`src/rtl/psfp_pkg.sv`:
```
// shared constants and types of the particle sensor frame parser
`default_nettype none
package psfp_pkg;

  localparam logic [7:0] START_BYTE  = 8'h42;
  localparam int         FRAME_BYTES = 32;
  localparam int         SUM_BYTES   = 30;
  localparam int         EMIT_WORDS  = 13;
  localparam int         FRAME_BUFS  = 2;

  localparam int BANK_W = $clog2(FRAME_BUFS);
  localparam int IDX_W  = $clog2(EMIT_WORDS);
  localparam int POS_W  = $clog2(FRAME_BYTES);
  localparam int CNT_W  = $clog2(FRAME_BUFS + 1);

  localparam logic [POS_W-1:0]  POS_FIRST_WORD = POS_W'(3);
  localparam logic [POS_W-1:0]  POS_LAST_WORD  = POS_W'(3 + 2 * (EMIT_WORDS - 1));
  localparam logic [POS_W-1:0]  POS_SUM_END    = POS_W'(SUM_BYTES);
  localparam logic [POS_W-1:0]  POS_FINAL      = POS_W'(FRAME_BYTES - 1);
  localparam logic [IDX_W-1:0]  IDX_LAST       = IDX_W'(EMIT_WORDS - 1);
  localparam logic [BANK_W-1:0] BANK_LAST      = BANK_W'(FRAME_BUFS - 1);
  localparam logic [CNT_W-1:0]  CNT_FULL       = CNT_W'(FRAME_BUFS);

  typedef struct packed {
    logic              en;
    logic [BANK_W-1:0] bank;
    logic [IDX_W-1:0]  idx;
    logic [15:0]       data;
  } wr_t;

  typedef struct packed {
    logic              full;
    logic              empty;
    logic [BANK_W-1:0] wr_bank;
    logic [BANK_W-1:0] rd_bank;
    logic              head_ok;
  } q_stat_t;

endpackage
`default_nettype wire

```
`src/rtl/particle_sensor_frame_parser.sv`:
```
// top level of the particle sensor frame parser
//
//   channel | direction | ports                                   | handshake
//   in      | input     | in_rx_byte                              | in_valid / in_stall
//   out     | output    | out_word_index, out_word_value,         | out_valid / out_stall
//           |           | out_checksum_ok, out_last               |
//
// one byte per cycle is taken while in_stall is low; a 32-byte frame yields 13 words,
// one per cycle while out_stall is low, once the frame reaches the head of the queue
// frame words sit in two buffer banks, so in_stall rises only while two
// finished frames still wait to be drained by the output side
// out_stall holds the output register and, through the frame queue, the input
// synchronous active-low reset returns the parser to hunting with no frames queued
`default_nettype none
module particle_sensor_frame_parser (
  input  wire logic        clk,
  input  wire logic        rst_n,
  input  wire logic        in_valid,
  output logic             in_stall,
  input  wire logic [7:0]  in_rx_byte,
  output logic             out_valid,
  input  wire logic        out_stall,
  output logic [3:0]       out_word_index,
  output logic [15:0]      out_word_value,
  output logic             out_checksum_ok,
  output logic             out_last
);
  import psfp_pkg::*;

  wr_t     wr;
  q_stat_t q_stat;
  logic    push;
  logic    push_ok;
  logic    pop;

  psfp_front u_front (
    .clk        (clk),
    .rst_n      (rst_n),
    .in_valid   (in_valid),
    .in_stall   (in_stall),
    .in_rx_byte (in_rx_byte),
    .q_stat     (q_stat),
    .wr         (wr),
    .push       (push),
    .push_ok    (push_ok)
  );

  psfp_queue u_queue (
    .clk     (clk),
    .rst_n   (rst_n),
    .push    (push),
    .push_ok (push_ok),
    .pop     (pop),
    .q_stat  (q_stat)
  );

  psfp_back u_back (
    .clk             (clk),
    .rst_n           (rst_n),
    .wr              (wr),
    .q_stat          (q_stat),
    .pop             (pop),
    .out_valid       (out_valid),
    .out_stall       (out_stall),
    .out_word_index  (out_word_index),
    .out_word_value  (out_word_value),
    .out_checksum_ok (out_checksum_ok),
    .out_last        (out_last)
  );

endmodule
`default_nettype wire

```
`src/rtl/psfp_front.sv`:
```
// byte parser: frame sync, checksum sum and word assembly
`default_nettype none
module psfp_front (
  input  wire logic             clk,
  input  wire logic             rst_n,
  input  wire logic             in_valid,
  output logic                  in_stall,
  input  wire logic [7:0]       in_rx_byte,
  input  wire psfp_pkg::q_stat_t q_stat,
  output psfp_pkg::wr_t         wr,
  output logic                  push,
  output logic                  push_ok
);
  import psfp_pkg::*;

  logic             hunting_r, hunting_nxt;
  logic [POS_W-1:0] pos_r, pos_nxt;
  logic [15:0]      sum_r, sum_nxt;
  logic [7:0]       hold_r, hold_nxt;
  logic             accept;
  logic [POS_W-1:0] pos_off;

  assign in_stall = q_stat.full;
  assign accept   = in_valid && !q_stat.full;
  assign pos_off  = pos_r - POS_FIRST_WORD;

  always_comb begin
    hunting_nxt = hunting_r;
    pos_nxt     = pos_r;
    sum_nxt     = sum_r;
    hold_nxt    = hold_r;
    wr.en       = 1'b0;
    wr.bank     = q_stat.wr_bank;
    wr.idx      = pos_off[IDX_W:1];
    wr.data     = {hold_r, in_rx_byte};
    push        = 1'b0;
    push_ok     = ({hold_r, in_rx_byte} == sum_r);
    if (accept) begin
      if (hunting_r) begin
        if (in_rx_byte == START_BYTE) begin
          hunting_nxt = 1'b0;
          sum_nxt     = {8'h00, START_BYTE};
          pos_nxt     = POS_W'(1);
        end
      end else begin
        if (pos_r < POS_SUM_END) begin
          sum_nxt = sum_r + {8'h00, in_rx_byte};
        end
        if (!pos_r[0]) begin
          hold_nxt = in_rx_byte;
        end else if (pos_r >= POS_FIRST_WORD && pos_r <= POS_LAST_WORD) begin
          wr.en = 1'b1;
        end
        if (pos_r == POS_FINAL) begin
          push        = 1'b1;
          hunting_nxt = 1'b1;
          pos_nxt     = '0;
        end else begin
          pos_nxt = pos_r + POS_W'(1);
        end
      end
    end
  end

  always_ff @(posedge clk) begin
    if (!rst_n) begin
      hunting_r <= 1'b1;
      pos_r     <= '0;
      sum_r     <= '0;
      hold_r    <= '0;
    end else begin
      hunting_r <= hunting_nxt;
      pos_r     <= pos_nxt;
      sum_r     <= sum_nxt;
      hold_r    <= hold_nxt;
    end
  end

endmodule
`default_nettype wire

```
`src/rtl/psfp_queue.sv`:
```
// queue of finished frames: buffer bank order and checksum result
`default_nettype none
module psfp_queue (
  input  wire logic        clk,
  input  wire logic        rst_n,
  input  wire logic        push,
  input  wire logic        push_ok,
  input  wire logic        pop,
  output psfp_pkg::q_stat_t q_stat
);
  import psfp_pkg::*;

  logic [CNT_W-1:0]  cnt_r, cnt_nxt;
  logic [BANK_W-1:0] wr_ptr_r, rd_ptr_r;
  logic              ok_r [FRAME_BUFS];

  assign q_stat.full    = (cnt_r == CNT_FULL);
  assign q_stat.empty   = (cnt_r == '0);
  assign q_stat.wr_bank = wr_ptr_r;
  assign q_stat.rd_bank = rd_ptr_r;
  assign q_stat.head_ok = ok_r[rd_ptr_r];

  always_comb begin
    cnt_nxt = cnt_r;
    if (push && !pop) begin
      cnt_nxt = cnt_r + CNT_W'(1);
    end else if (pop && !push) begin
      cnt_nxt = cnt_r - CNT_W'(1);
    end
  end

  always_ff @(posedge clk) begin
    if (push) begin
      ok_r[wr_ptr_r] <= push_ok;
    end
    if (!rst_n) begin
      cnt_r    <= '0;
      wr_ptr_r <= '0;
      rd_ptr_r <= '0;
    end else begin
      cnt_r <= cnt_nxt;
      if (push) begin
        wr_ptr_r <= (wr_ptr_r == BANK_LAST) ? '0 : wr_ptr_r + BANK_W'(1);
      end
      if (pop) begin
        rd_ptr_r <= (rd_ptr_r == BANK_LAST) ? '0 : rd_ptr_r + BANK_W'(1);
      end
    end
  end

endmodule
`default_nettype wire

```
`src/rtl/psfp_back.sv`:
```
// frame word buffers and word emitter with output register
`default_nettype none
module psfp_back (
  input  wire logic         clk,
  input  wire logic         rst_n,
  input  wire psfp_pkg::wr_t wr,
  input  wire psfp_pkg::q_stat_t q_stat,
  output logic              pop,
  output logic              out_valid,
  input  wire logic         out_stall,
  output logic [3:0]        out_word_index,
  output logic [15:0]       out_word_value,
  output logic              out_checksum_ok,
  output logic              out_last
);
  import psfp_pkg::*;

  logic [15:0]      buf_r [FRAME_BUFS][EMIT_WORDS];
  logic [IDX_W-1:0] k_r;
  logic             out_valid_r;
  logic [3:0]       index_r;
  logic [15:0]      value_r;
  logic             ok_r;
  logic             last_r;
  logic             load;

  assign load = !q_stat.empty && (!out_valid_r || !out_stall);
  assign pop  = load && (k_r == IDX_LAST);

  assign out_valid       = out_valid_r;
  assign out_word_index  = index_r;
  assign out_word_value  = value_r;
  assign out_checksum_ok = ok_r;
  assign out_last        = last_r;

  always_ff @(posedge clk) begin
    if (wr.en) begin
      buf_r[wr.bank][wr.idx] <= wr.data;
    end
    if (load) begin
      index_r <= 4'(k_r);
      value_r <= buf_r[q_stat.rd_bank][k_r];
      ok_r    <= q_stat.head_ok;
      last_r  <= (k_r == IDX_LAST);
    end
    if (!rst_n) begin
      k_r         <= '0;
      out_valid_r <= 1'b0;
    end else begin
      if (load) begin
        k_r         <= (k_r == IDX_LAST) ? '0 : k_r + IDX_W'(1);
        out_valid_r <= 1'b1;
      end else if (!out_stall) begin
        out_valid_r <= 1'b0;
      end
    end
  end

endmodule
`default_nettype wire

```
`config.mk`:
```
export PLATFORM = sky130hd
export DESIGN_NAME = particle_sensor_frame_parser
export DESIGN_NICKNAME = d
export VERILOG_FILES = /design/src/rtl/psfp_pkg.sv /design/src/rtl/particle_sensor_frame_parser.sv /design/src/rtl/psfp_front.sv /design/src/rtl/psfp_queue.sv /design/src/rtl/psfp_back.sv
export SDC_FILE = /design/constraint.sdc
export NUM_CORES = 1
export LEC_CHECK = 0
export ABC_AREA = 0
export ABC_CLOCK_PERIOD_IN_PS = 9900
export BUFFER_PORTS_ARGS = -buffer_cell sky130_fd_sc_hd__buf_4
export CAP_MARGIN = 20
export CORE_MARGIN = 2
export CORE_UTILIZATION = 67
export CTS_BUF_LIST = sky130_fd_sc_hd__clkbuf_16
export CTS_CLUSTER_DIAMETER = 50
export DETAILED_ROUTE_END_ITERATION = 10
export PLACE_DENSITY = 0.84
export SLEW_MARGIN = 40
export SYNTH_ARGS = -nofsm -noshare
export SYNTH_HDL_FRONTEND = slang
export SYNTH_SLANG_ARGS = --single-unit
export TNS_END_PERCENT = 5
```
`constraint.sdc`:
```
create_clock -name clk -period 9.9 [get_ports clk]
set_input_delay 0.495 -clock clk [delete_from_list [all_inputs] [get_ports clk]]
set_output_delay 0.495 -clock clk [all_outputs]
set_load 0.1 [all_outputs]
```
==> out/qor_table.md, run 1 <==
| Group | Result | This run |
| --- | --- | --- |
| clock tree | Clk slew on worst S/H paths | 0.06 ns |
| power | Total internal power | 3.079 mW |
| floorplanning | I/O pin count | 36 |
| power | Sequential cell fraction of total power | 57.5% |
| drt | Average detailed-routed wire length per instance | 30.52 µm |
| finish | Number of filler instances in the final layout | 1453 |
| finish | Share of the core filled with cells | 76.46% |
| drt | Length of the first detailed-routing pass in iterations | 5 |
| critical path | Launching element type of the critical path | flip-flop |
| finish | Combined flip-flop and latch cell area | 14030 µm² |
| finish | Final net count | 1168 |
| timing | Setup Skew | 0.03100 ns |
| power | Net Switching | 0.7359 mW |
| power | Leakage | 7.186 nW |
| logic synthesis | Ys flop type | edfxtp_1 |
| place | Half-perimeter wire length after placement | 25.89 mm |
| timing | Accumulated negative setup slack | 0 ns |
| drt | Vias per std cell | 7.074 |
| logic synthesis | Combined area of all synthesized cells | 19170 µm² |
| grt | Gr ovfl total | 0 |
| timing | Period minus WS final | 3.754 ns |
| finish | Area of combinational cells with multiple inputs | 4935 µm² |
| logic synthesis | Top-count cell post-synth | edfxtp_1 |
| outcome | Outcome | completed |
| critical path | Data arrival at the endpoint of the critical path | 4.03 ns |
| place | Placer Congestion | 0.8562 |
| logic synthesis | Biggest area contributors in the synthesized netlist | edfxtp_1 69%, mux4_2 8.7%, mux2i_1 4.3% |
| logic synthesis | Number of enable-type register cells in the synthesized netlist | 440 |
| power | Switching portion of total power | 19.29% |
| timing | Final count of pins violating max slew | 0 |
| clock tree | Root buffer selected by CTS | clkbuf_16 |
| floorplanning | Height of the chip | 173.1 µm |
| logic synthesis | Syn_nets | 1103 |
| clock tree | Later-pin clock latency in the skew report | 0.56 ns |
| logic synthesis | Fraction of synthesis flops using an asynchronous set or reset pin | 0% |
| drt | Post-route antenna net violation count | 0 |
| clock tree | H-Tree Depth | 2 |
| floorplanning | Core Area | 28010 µm² |
| timing | Transition time at the pin with the least slew margin | 0.8229 ns |
| logic synthesis | Main combinational cell family by area after synthesis | multiplexers |
| drt | Number of DRC violations after detailed-routing iteration 0 | 1453 |
| timing | Share of the cycle needed by the critical path after routing | 37.92% |
| clock tree | Total of cells resized after clock tree synthesis | 0 |
| timing | Final count of hold timing violations | 0 |
| power | Worst-case vdd ir drop | 120.6 µV |
| floorplanning | Die Outline Area | 29980 µm² |
| critical path | Classification of the worst setup path | flip-flop to flip-flop |
| logic synthesis | Post-synthesis share of cell area spent on and, or, nand and nor gates | 4.961% |
| hold path | Path category of the worst min-delay check | input port to flip-flop |
| timing | Final setup viols | 0 |
| floorplanning | FP Rows | 61 |
| grt | Vias in the first global route | 11230 |
| grt | Overall global routing resource usage | 32.57% |
| floorplanning | Initial Util | 68.43% |
| clock tree | TritonCTS clock tree | done |
| drt | Sum of routed wire length over all layers | 47.34 mm |
| logic synthesis | Synth Area in Adders | 0.9530% |
| logic synthesis | Post-synthesis cell count | 1077 |
| logic synthesis | Ys Warns | 0 |
| logic synthesis | Area fraction in compound gates after synthesis | 5.372% |
| finish | Area added between synthesis and finish | 11.73% |
| power | Power share of the clock group | 41.7% |
| logic synthesis | Xor/xnor share of the synthesized area | 0.8681% |
| drt | Number of vias in the routed layout | 10970 |
| clock tree | Clock sinks | 480 |
| logic synthesis | Area leader, netlist | edfxtp_1 |
| power | Power per cell area | 178.1 nW/µm² |
| run | Count of maximum capacitance violations | 0 |
| grt | Antenna violations before repair | 0 |
| logic synthesis | Area share of the largest cell type after synthesis | 68.93% |
| clock tree | Total setup buffers inserted after CTS | 0 |
| clock tree | Clk buf depth | 3 |
| timing | Top achievable clock speed | 266.4 MHz |
| grt | Wire length of the first global-routing pass | 71.28 mm |
| logic synthesis | Average footprint of a synthesized cell | 17.80 µm² |
| timing | RSZ-0062 raised after global routing | no |
| grt | Maximum number of pins on one net before global-route repair | 47 |
| drt | Final routed DRC violation total | 0 |
| logic synthesis | Share of synthesized area occupied by flip-flops and latches | 73.11% |
| timing | Remaining max-slew budget at the tightest pin | 44.73% |
| place | Number of I/O port buffers | 35 |
| logic synthesis | Post-synth top cells | 440 x edfxtp_1, 82 x mux2i_1, 74 x mux4_2 |
| critical path | CP Data Required Time | 10.18 ns |
| floorplanning | Die Wd | 173.1 µm |
| power | Combinational share of power | 0.8% |
| critical path | Maximum fanout encountered on the critical timing path | 46 |
| finish | Layout cell share with drive strength beyond 1 | 22.44% |
| clock tree | TritonCTS Buffers | 46 |
| critical path | Endpoint kind of the worst setup timing path | flip-flop |
| power | Final total power | 3.815 mW |
| clock tree | Hold buffers post-CTS | 0 |
| logic synthesis | Multiplexer share of the synthesized area | 13.15% |
| logic synthesis | Post-synthesis cell type count | 68 |
| logic synthesis | Synthesis-stage register bit count | 480 |
-- metal layers --
| metal | track usage [%] | vias to the layer above | wire (µm) |
|---|---|---|---|
| met5 | 0 | - | 0 |
| met4 | 13.91 | 0 | 2054 |
| met3 | 7.960 | 163 | 5784 |
| met2 | 51.23 | 823 | 22470 |
| met1 | 44.36 | 5524 | 17030 |
| li1 | - | 4462 | - |
-- critical path, stage by stage, from the launching register on --
cell	delay (ns)
dfxtp_4	0.60
buf_12	0.28
buf_6	0.53
buf_6	0.58
mux4_2	0.59
nand2_1	0.10
a21oi_1	0.09
a2111oi_0	0.56
nor2_1	0.10
-- logic make-up after synthesis --
kind of cell / after synthesis
DFF: 480
and+or+nand+nor: 190
muxes: 159
AOI/OAI and AO/OA: 142
buffers and inverters: 73
xor gates and xnor gates: 19
adders and majority gates: 14
-- layout by cell type (no fill, tap or decap), types with 5 or more instances in the layout --
master     instances
dfxtp_1           30
a21oi_1           41
o31ai_1            5
nand2_1           44
buf_4             68
nor2b_1            5
nor2_1            67
nand3_1           10
xnor2_1           10
a22oi_1           13
nor4_1             5
o221a_2           14
or3_1              5
nand2b_1           8
mux2i_1           82
inv_1             24
mux4_2            74
clkinv_2           5
clkbuf_16         47
xor2_1             9
a2111oi_2         10
nand4_1            9
ha_1              13
o21ai_0           11
edfxtp_1         440
or4_1              7
dfxtp_2            8
o22ai_1           15
clkinv_1          10
-- per-stage QoR --
| stage | std cells | worst slack, ns | cell area, µm² | hold slack (ns) |
|---|---|---|---|---|
| 3_5_place_dp | 1472 | 5.666 | 20060 | 0.4809 |
| 2_1_floorplan | 1077 | 5.959 | 19170 | 0.4064 |
| 5_1_grt | 1550 | 5.961 | 21410 | 0.2288 |
| 6_report | 1551 | 6.146 | 21420 | 0.2015 |
| 4_1_cts | 1550 | 5.648 | 21400 | 0.1962 |
| 3_3_place_gp | 1466 | 5.493 | 19940 | 0.4754 |
-- power groups by stage --
| stage | Clock [mW] | Combinational (mW) | Sequential, mW |
|---|---|---|---|
| final | 1.59 | 0.0319 | 2.19 |
| after global routing | 1.66 | 0.0341 | 2.19 |
| after CTS | 1.60 | 0.0315 | 2.19 |
| after detailed placement | 0 | 0.0309 | 2.24 |
| after global placement | 0 | 0.0298 | 2.24 |
| after floorplan | 0 | 0.00902 | 2.24 |
-- layout make-up --
class | instances | share of cell area, %
flip-flops and latches | 480 | 65.51
multi-input cells | 524 | 23.04
clock buffers | 47 | 5.492
repair buffers | 76 | 2.722
well taps | 378 | 2.208
clock inverters | 31 | 0.7653
inverters | 14 | 0.2454
diodes | 1 | 0.01168
-- worst paths after layout --
check                                 startpoint                       end  slack (ns)  depth (start not counted)
worst max-delay path                   flip-flop  u_back.out_word_value[6]        6.15                          8
worst min-delay path                       rst_n         u_front.hunting_r        0.20                          2
worst max register to register         flip-flop  u_back.out_word_value[6]        6.15                          8
worst min register to register  u_back.out_valid          u_back.out_valid        0.49                          2
-- registers in the layout, indices dropped and copies added (netlist names), 4 cells and up, named ones only --
| signal | count |
|---|---|
| u_back.out_word_index | 4 |
| u_front.sum_r | 16 |
| u_back.out_word_value | 16 |
| u_back.k_r | 4 |
| u_front.pos_r | 5 |
| u_front.hold_r | 8 |
| u_back.buf_r | 416 |
Power figures use the tool's default switching activity.
==> run 2, diff against run 1 <==
--- a/config.mk
+++ b/config.mk
@@ -5,16 +5,16 @@
 export SDC_FILE = /design/constraint.sdc
 export NUM_CORES = 1
 export LEC_CHECK = 0
-export ABC_AREA = 0
-export ABC_CLOCK_PERIOD_IN_PS = 9900
+export ABC_AREA = 1
+export ABC_CLOCK_PERIOD_IN_PS = 3650
 export BUFFER_PORTS_ARGS = -buffer_cell sky130_fd_sc_hd__buf_4
 export CAP_MARGIN = 20
 export CORE_MARGIN = 2
-export CORE_UTILIZATION = 67
+export CORE_UTILIZATION = 62
 export CTS_BUF_LIST = sky130_fd_sc_hd__clkbuf_16
 export CTS_CLUSTER_DIAMETER = 50
 export DETAILED_ROUTE_END_ITERATION = 10
-export PLACE_DENSITY = 0.84
+export PLACE_DENSITY = 0.79
 export SLEW_MARGIN = 40
 export SYNTH_ARGS = -nofsm -noshare
 export SYNTH_HDL_FRONTEND = slang
==> constraint.sdc (replaced) <==
create_clock -name clk -period 3.65 [get_ports clk]
set_input_delay 0.1825 -clock clk [delete_from_list [all_inputs] [get_ports clk]]
set_output_delay 0.1825 -clock clk [all_outputs]
set_load 0.1 [all_outputs]
==> run 2 against run 1 <==
Die area up 12%. Clock-buffer cell count rose by 2. Non-clock buffer count grew 5. Critical path type unchanged. Largest power group unchanged.
==> out/qor_table.md, run 2 <==
| Group | Result | This run | vs previous |
| --- | --- | --- | --- |
| finish | Area added between synthesis and finish | 11.19% |  |
| critical path | Classification of the worst setup path | flip-flop to flip-flop |  |
| timing | Remaining max-slew budget at the tightest pin | 45.90% | +1.2 points |
| power | Leakage | 7.962 nW | +11% |
| timing | RSZ-0062 raised after global routing | no |  |
| power | Power share of the clock group | 43.8% | +2.1 points |
| critical path | CP Data Required Time | 3.91 ns | -6.27 ns |
| drt | Average detailed-routed wire length per instance | 22.10 µm | -28% |
| grt | Maximum number of pins on one net before global-route repair | 149 | +220% |
| logic synthesis | Area share of the largest cell type after synthesis | 66.52% | -2.4 points |
| logic synthesis | Top-count cell post-synth | edfxtp_1 |  |
| power | Total internal power | 8.679 mW | +180% |
| logic synthesis | Ys flop type | edfxtp_1 |  |
| critical path | Endpoint kind of the worst setup timing path | flip-flop |  |
| critical path | Maximum fanout encountered on the critical timing path | 10 | -78% |
| floorplanning | Height of the chip | 183.0 µm | +5.7% |
| logic synthesis | Ys Warns | 0 | unchanged |
| floorplanning | Core Area | 31560 µm² | +13% |
| finish | Most flops, register | u_back.buf_r |  |
| drt | Length of the first detailed-routing pass in iterations | 6 | +1 |
| floorplanning | Die Wd | 183.0 µm | +5.7% |
| critical path | Launching element type of the critical path | flip-flop |  |
| clock tree | Clk slew on worst S/H paths | 0.06 ns | about the same |
| drt | Final routed DRC violation total | 0 | unchanged |
| logic synthesis | Area leader, netlist | edfxtp_1 |  |
| timing | Final count of pins violating max slew | 0 | unchanged |
| logic synthesis | Share of synthesized area occupied by flip-flops and latches | 70.55% | -2.6 points |
| finish | Number of flip-flops under the largest register name | 416 | unchanged |
| drt | Number of DRC violations after detailed-routing iteration 0 | 1951 | +34% |
| power | Worst-case vdd ir drop | 422.9 µV | +250% |
| floorplanning | I/O pin count | 36 | unchanged |
| timing | Setup Skew | 0.01135 ns | -0.01966 ns |
| logic synthesis | Average footprint of a synthesized cell | 11.58 µm² | -35% |
| floorplanning | Initial Util | 62.95% | -5.5 points |
| power | Switching portion of total power | 19.35% | +0.063 points |
| clock tree | Total setup buffers inserted after CTS | 0 | unchanged |
| power | Final total power | 10.76 mW | +180% |
| grt | Vias in the first global route | 13070 | +16% |
| finish | Commonest non-fill, non-tap cells in the layout | 440 x edfxtp_1, 307 x nor2_1, 251 x nand2_1 |  |
| floorplanning | FP Rows | 65 | +6.6% |
| drt | Number of vias in the routed layout | 13530 | +23% |
| grt | Wire length of the first global-routing pass | 73.63 mm | +3.3% |
| logic synthesis | Post-synth top cells | 440 x edfxtp_1, 307 x nor2_1, 251 x nand2_1 |  |
| critical path | Data arrival at the endpoint of the critical path | 2.87 ns | -1.16 ns |
| run | Count of maximum capacitance violations | 0 | unchanged |
| finish | Most common cell after layout, fill and taps aside | edfxtp_1 |  |
| clock tree | TritonCTS clock tree | done |  |
| clock tree | Later-pin clock latency in the skew report | 0.56 ns | about the same |
| logic synthesis | Combined area of all synthesized cells | 19860 µm² | +3.6% |
| timing | Share of the cycle needed by the critical path after routing | 71.61% | +34 points |
| floorplanning | Die Outline Area | 33490 µm² | +12% |
| finish | Number of inserted diodes | 0 | -1 |
| power | Power per cell area | 487.2 nW/µm² | +170% |
| clock tree | Clock sinks | 480 | unchanged |
| logic synthesis | Number of enable-type register cells in the synthesized netlist | 440 | unchanged |
| drt | Post-route antenna net violation count | 0 | unchanged |
| clock tree | Clk buf depth | 3 | unchanged |
| place | Half-perimeter wire length after placement | 27.41 mm | +5.9% |
| grt | Antenna violations before repair | 0 | unchanged |
| logic synthesis | Post-synthesis cell count | 1715 | +59% |
| timing | Transition time at the pin with the least slew margin | 0.8103 ns | -0.01260 ns |
| outcome | Outcome | completed |  |
| timing | Top achievable clock speed | 382.6 MHz | +44% |
| finish | Final net count | 1783 | +53% |
| timing | Final count of hold timing violations | 0 | unchanged |
| timing | Period minus WS final | 2.614 ns | -1.140 ns |
| timing | Accumulated negative setup slack | 0 ns | unchanged |
| finish | Layout cell share with drive strength beyond 1 | 10.44% | -12 points |
| power | Net Switching | 2.083 mW | +180% |
| place | Placer Congestion | 0.8522 | -0.47% |
| drt | Vias per std cell | 6.169 | -13% |
| power | Combinational share of power | 0.9% | about the same |
| logic synthesis | Syn_nets | 1741 | +58% |
| logic synthesis | Biggest area contributors in the synthesized netlist | edfxtp_1 67%, nor2_1 5.8%, nand2_1 4.7% |  |
| timing | Final setup viols | 0 | unchanged |
| clock tree | TritonCTS Buffers | 48 | +4.3% |
| place | Number of I/O port buffers | 35 | unchanged |
| logic synthesis | Synthesis-stage register bit count | 480 | unchanged |
| drt | Sum of routed wire length over all layers | 48.48 mm | +2.4% |
| hold path | Path category of the worst min-delay check | input port to flip-flop |  |
| clock tree | H-Tree Depth | 2 | unchanged |
| logic synthesis | Post-synthesis cell type count | 42 | -38% |
| grt | Overall global routing resource usage | 29.26% | -3.3 points |
| logic synthesis | Fraction of synthesis flops using an asynchronous set or reset pin | 0% | unchanged |
| clock tree | Root buffer selected by CTS | clkbuf_16 |  |
| power | Sequential cell fraction of total power | 55.3% | -2.2 points |
| grt | Gr ovfl total | 0 | unchanged |
==> run 2: logic make-up (layout without fill, tap and decap cells) <==
logic type / after synthesis / count (layout) / share of synthesized area [%]
and+or+nand+nor: 664 / 664 / 13.66
DFF: 480 / 480 / 70.55
AOI/OAI and AO/OA: 375 / 375 / 10.48
buffers and inverters: 174 / 251 / 4.031
adders and majority gates: 14 / 14 / 0.9197
xor gates and xnor gates: 7 / 7 / 0.3086
muxes: 1 / 1 / 0.05669
==> run 2: worst max-delay path: stages, from the launching register on <==
cell and delay, ns:
dfxtp_1 0.46, ha_1 0.22, inv_1 0.07, nand3_1 0.11, xor2_1 0.24, inv_1 0.09
nor2_1 0.22, nand2_1 0.10, nor2_1 0.49, buf_4 0.30
==> run 2: per-layer routing <==
| layer | GRT usage (%) | part of all wire [%] | vias to the layer above |
|---|---|---|---|
| met1 | 39.61 | 38 | 6509 |
| met3 | 5.342 | 11 | 105 |
| li1 | - | - | 6141 |
| met5 | 0 | 0 | - |
| met2 | 48.11 | 48 | 779 |
| met4 | 10.66 | 3.5 | 0 |
==> run 2: power by group through the flow <==
stage / Clock, mW / Combinational [mW] / Sequential (mW)
after floorplan: 0 / 0.0266 / 6.07
after global placement: 0 / 0.0920 / 6.07
after detailed placement: 0 / 0.0956 / 6.07
after CTS: 4.75 / 0.0980 / 5.95
after global routing: 4.95 / 0.106 / 5.95
final: 4.71 / 0.0990 / 5.95
==> run 2: through the flow <==
stage	hold slack [ns]	cell area (µm²)	worst slack [ns]	cells	utilization, %
after floorplan	0.2814	19860	0.8760	1715	-
after global placement	0.4551	20560	1.210	2107	65.15
after detailed placement	0.4639	20560	1.095	2107	65.17
after CTS	0.05614	22090	1.076	2194	70.00
after global routing	0.07404	22090	0.7715	2194	70.00
final	0.07344	22090	1.036	2194	70.00
==> run 2: final timing paths <==
path / from / to / slack (ns) / depth (start not counted)
setup / recovery: u_front.pos_r[0] / u_back.buf_r[1][175] / 1.04 / 9
hold / removal: in_rx_byte[7] / u_back.buf_r[0][167] / 0.07 / 1
setup reg to reg: u_front.pos_r[0] / u_back.buf_r[1][175] / 1.04 / 9
hold reg to reg: u_front.sum_r[5] / u_front.sum_r[5] / 0.47 / 2
==> run 2: layout make-up <==
class | instances | area, µm²
Tap cell | 402 | 503.0
Clock buffer | 49 | 1226
Timing Repair Buffer | 81 | 650.6
Fill cell | 2116 | 9468
Inverter | 85 | 324.1
Sequential cell | 480 | 14030
Clock inverter | 36 | 276.5
Multi-Input combinational cell | 1061 | 5080
==> run 2: repair_timing <==
item	4_1_cts	5_1_grt
gates resized for setup	0	0
hold buffers	2	0
hold endpoints to repair	14	0
==> run 3, diff against run 2 <==
--- a/config.mk
+++ b/config.mk
@@ -5,16 +5,16 @@
 export SDC_FILE = /design/constraint.sdc
 export NUM_CORES = 1
 export LEC_CHECK = 0
-export ABC_AREA = 1
-export ABC_CLOCK_PERIOD_IN_PS = 3650
+export ABC_AREA = 0
+export ABC_CLOCK_PERIOD_IN_PS = 2100
 export BUFFER_PORTS_ARGS = -buffer_cell sky130_fd_sc_hd__buf_4
 export CAP_MARGIN = 20
 export CORE_MARGIN = 2
-export CORE_UTILIZATION = 62
+export CORE_UTILIZATION = 56
 export CTS_BUF_LIST = sky130_fd_sc_hd__clkbuf_16
 export CTS_CLUSTER_DIAMETER = 50
 export DETAILED_ROUTE_END_ITERATION = 10
-export PLACE_DENSITY = 0.79
+export PLACE_DENSITY = 0.75
 export SLEW_MARGIN = 40
 export SYNTH_ARGS = -nofsm -noshare
 export SYNTH_HDL_FRONTEND = slang
==> constraint.sdc (replaced) <==
create_clock -name clk -period 2.1 [get_ports clk]
set_input_delay 0.105 -clock clk [delete_from_list [all_inputs] [get_ports clk]]
set_output_delay 0.105 -clock clk [all_outputs]
set_load 0.1 [all_outputs]
==> run 3 against run 2 <==
The run now ends with negative setup slack left. Critical path type unchanged. Sequential power up 73%. Cell area up 6.5%. Critical path depth down 3. Critical endpoint is now u_back.out_word_value[9].
==> out/qor_table.md, run 3 (synthesis gave the netlist of run 1 again) <==
| Group | Result | This run | vs previous |
| --- | --- | --- | --- |
| outcome | Outcome | finished with violations |  |
| outcome | Violated checks | negative setup slack |  |
| clock tree | Clock sinks | 480 | unchanged |
| finish | Area added between synthesis and finish | 22.72% |  |
| critical path | Classification of the worst setup path | flip-flop to flip-flop |  |
| clock tree | Root buffer selected by CTS | clkbuf_16 |  |
| grt | Antenna violations before repair | 0 | unchanged |
| clock tree | Clk buf depth | 3 | unchanged |
| finish | Post-route insts no fill | 1744 | -21% |
| place | Number of I/O port buffers | 35 | unchanged |
| run | Count of maximum capacitance violations | 0 | unchanged |
| power | Power per cell area | 779.3 nW/µm² | +60% |
| finish | Commonest non-fill, non-tap cells in the layout | 440 x edfxtp_1, 129 x buf_4, 74 x mux4_2 |  |
| grt | Overall global routing resource usage | 26.82% | -2.4 points |
| power | Combinational share of power | 1.0% | about the same |
| grt | Maximum number of pins on one net before global-route repair | 37 | -75% |
| power | Sequential cell fraction of total power | 56.4% | +1.1 points |
| place | Cells after DPL | 1630 | -23% |
| power | Worst-case vdd ir drop | 663.4 µV | +57% |
| finish | Layout cell share with drive strength beyond 1 | 32.87% | +22 points |
| clock tree | TritonCTS Buffers | 48 | unchanged |
| critical path | Data arrival at the endpoint of the critical path | 2.54 ns | -0.33 ns |
| finish | Number of flip-flops under the largest register name | 416 | unchanged |
| hold path | Path category of the worst min-delay check | input port to flip-flop |  |
| clock tree | H-Tree Depth | 2 | unchanged |
| timing | RSZ-0062 raised after global routing | yes |  |
| place | Placed Instance Area | 21240 µm² | +3.3% |
| timing | Remaining max-slew budget at the tightest pin | 54.86% | +9.0 points |
| floorplanning | Core Area | 33620 µm² | +6.5% |
| timing | Setup Skew | 0.02994 ns | +0.01859 ns |
| power | Switching portion of total power | 20.13% | +0.78 points |
| drt | Sum of routed wire length over all layers | 48.49 mm | about the same |
| drt | Number of DRC violations after detailed-routing iteration 0 | 1365 | -30% |
| critical path | Maximum fanout encountered on the critical timing path | 7 | -3 |
| power | Power share of the clock group | 42.6% | -1.2 points |
| power | Leakage | 8.011 nW | +0.63% |
| drt | Average detailed-routed wire length per instance | 27.81 µm | +26% |
| drt | Number of vias in the routed layout | 11170 | -17% |
| finish | Number of filler instances in the final layout | 2034 | -3.9% |
| drt | Length of the first detailed-routing pass in iterations | 5 | -1 |
| place | Half-perimeter wire length after placement | 27.58 mm | +0.64% |
| grt | Vias in the first global route | 11000 | -16% |
| place | Placer Congestion | 0.8137 | -4.5% |
| critical path | CP Data Required Time | 2.40 ns | -1.51 ns |
| finish | Most flops, register | u_back.buf_r |  |
| floorplanning | Initial Util | 57.02% | -5.9 points |
| timing | Final count of pins violating max slew | 0 | unchanged |
| drt | Post-route antenna net violation count | 0 | unchanged |
| clock tree | TritonCTS clock tree | done |  |
| finish | Number of inserted diodes | 0 | unchanged |
| drt | Vias per std cell | 6.406 | +3.8% |
| grt | Gr ovfl total | 0 | unchanged |
| floorplanning | I/O pin count | 36 | unchanged |
| timing | Crit path setup slack, layout | -0.1450 ns | -1.181 ns |
| finish | Most common cell after layout, fill and taps aside | edfxtp_1 |  |
| power | Net Switching | 3.690 mW | +77% |
| power | Final total power | 18.33 mW | +70% |
| clock tree | Clk slew on worst S/H paths | 0.07 ns | about the same |
| grt | Wire length of the first global-routing pass | 69.82 mm | -5.2% |
| floorplanning | Die Wd | 189.0 µm | +3.3% |
| critical path | Launching element type of the critical path | flip-flop |  |
| clock tree | Later-pin clock latency in the skew report | 0.58 ns | +0.02 ns |
| timing | Final count of hold timing violations | 0 | unchanged |
| floorplanning | Height of the chip | 189.0 µm | +3.3% |
| timing | Top achievable clock speed | 445.4 MHz | +16% |
| power | Total internal power | 14.64 mW | +69% |
| timing | Transition time at the pin with the least slew margin | 0.6772 ns | -0.1332 ns |
| finish | Final non-filler cell area | 23520 µm² | +6.5% |
| critical path | Endpoint kind of the worst setup timing path | flip-flop |  |
| timing | Final setup viols | 77 | +77 |
| floorplanning | FP Rows | 67 | +3.1% |
| floorplanning | Die Outline Area | 35720 µm² | +6.7% |
| drt | Final routed DRC violation total | 0 | unchanged |
| finish | Final net count | 1283 | -28% |
| timing | Period minus WS final | 2.245 ns | -0.3687 ns |
| timing | Share of the cycle needed by the critical path after routing | 106.9% | +35 points |
## run 3: worst paths after layout
path / startpoint / to / slack, ns / cells after the start
setup / recovery: flip-flop / u_back.out_word_value[9] / -0.15 / 6
hold / removal: in_rx_byte[0] / u_front.sum_r[0] / 0.02 / 4
setup reg to reg: flip-flop / u_back.out_word_value[9] / -0.15 / 6
hold reg to reg: u_back.out_valid / u_back.out_valid / 0.48 / 2
## run 3: final cells by class
type                       instances  area (µm²)  share of cell area [%]
clock buffer                      49        1226                   5.213
clock inverter                    40       198.9                  0.8457
inverter                          14       60.06                  0.2553
multi-input combinational        524        5353                   22.75
sequential                       480       14030                   59.62
tap                              448       560.5                   2.383
timing repair buffer             189        2100                   8.925
## run 3: per-stage QoR
| step | TNS [ns] | hold WS (ns) | utilization, % | setup slack [ns] |
|---|---|---|---|---|
| floorplan | -146.57 | 0.1939 | - | -0.4862 |
| global placement | -20.04 | 0.3508 | 63.17 | -0.1652 |
| detailed placement | -31.30 | 0.3621 | 63.17 | -0.1994 |
| CTS | -1.449 | 0.006764 | 68.94 | -0.04129 |
| global route | -24.52 | 0.05611 | 69.98 | -0.2058 |
| finish | -2.954 | 0.02389 | 69.98 | -0.1450 |
## run 3: power groups by stage
stage	registers [mW]	clock network (mW)	logic (mW)
after detailed placement	10.5	0	0.181
final	10.3	7.80	0.191
after global routing	10.3	8.21	0.206
after floorplan	10.5	0	0.0429
after CTS	10.3	7.83	0.189
after global placement	10.5	0	0.175
## run 3: critical path: stages (launching register included)
cell and delay, ns:
dfxtp_4 0.44, buf_4 0.22, mux4_2 0.53, nand2_1 0.14, a21oi_1 0.12, a2111oi_1 0.38, nor2_1 0.13
## run 3: metal layers
layer	vias up	part of all wire [%]	wire length (µm)	global-route usage [%]
met5	-	0	0	0
met4	0	3.9	1906	9.345
met3	98	8.0	3861	4.022
met2	667	50	24090	44.49
met1	5704	38	18630	36.77
li1	4703	-	-	-
## run 3: timing repair
item / 4_1_cts / 5_1_grt
gates resized for setup: 60 / 61
setup buffers: 10 / 5
hold buffers: 5 / 0
endpoints found under the hold margin: 15 / 0
cloned: 4 / 1
pin swaps: 18 / 14
endpoints found under the setup margin: 361 / 441
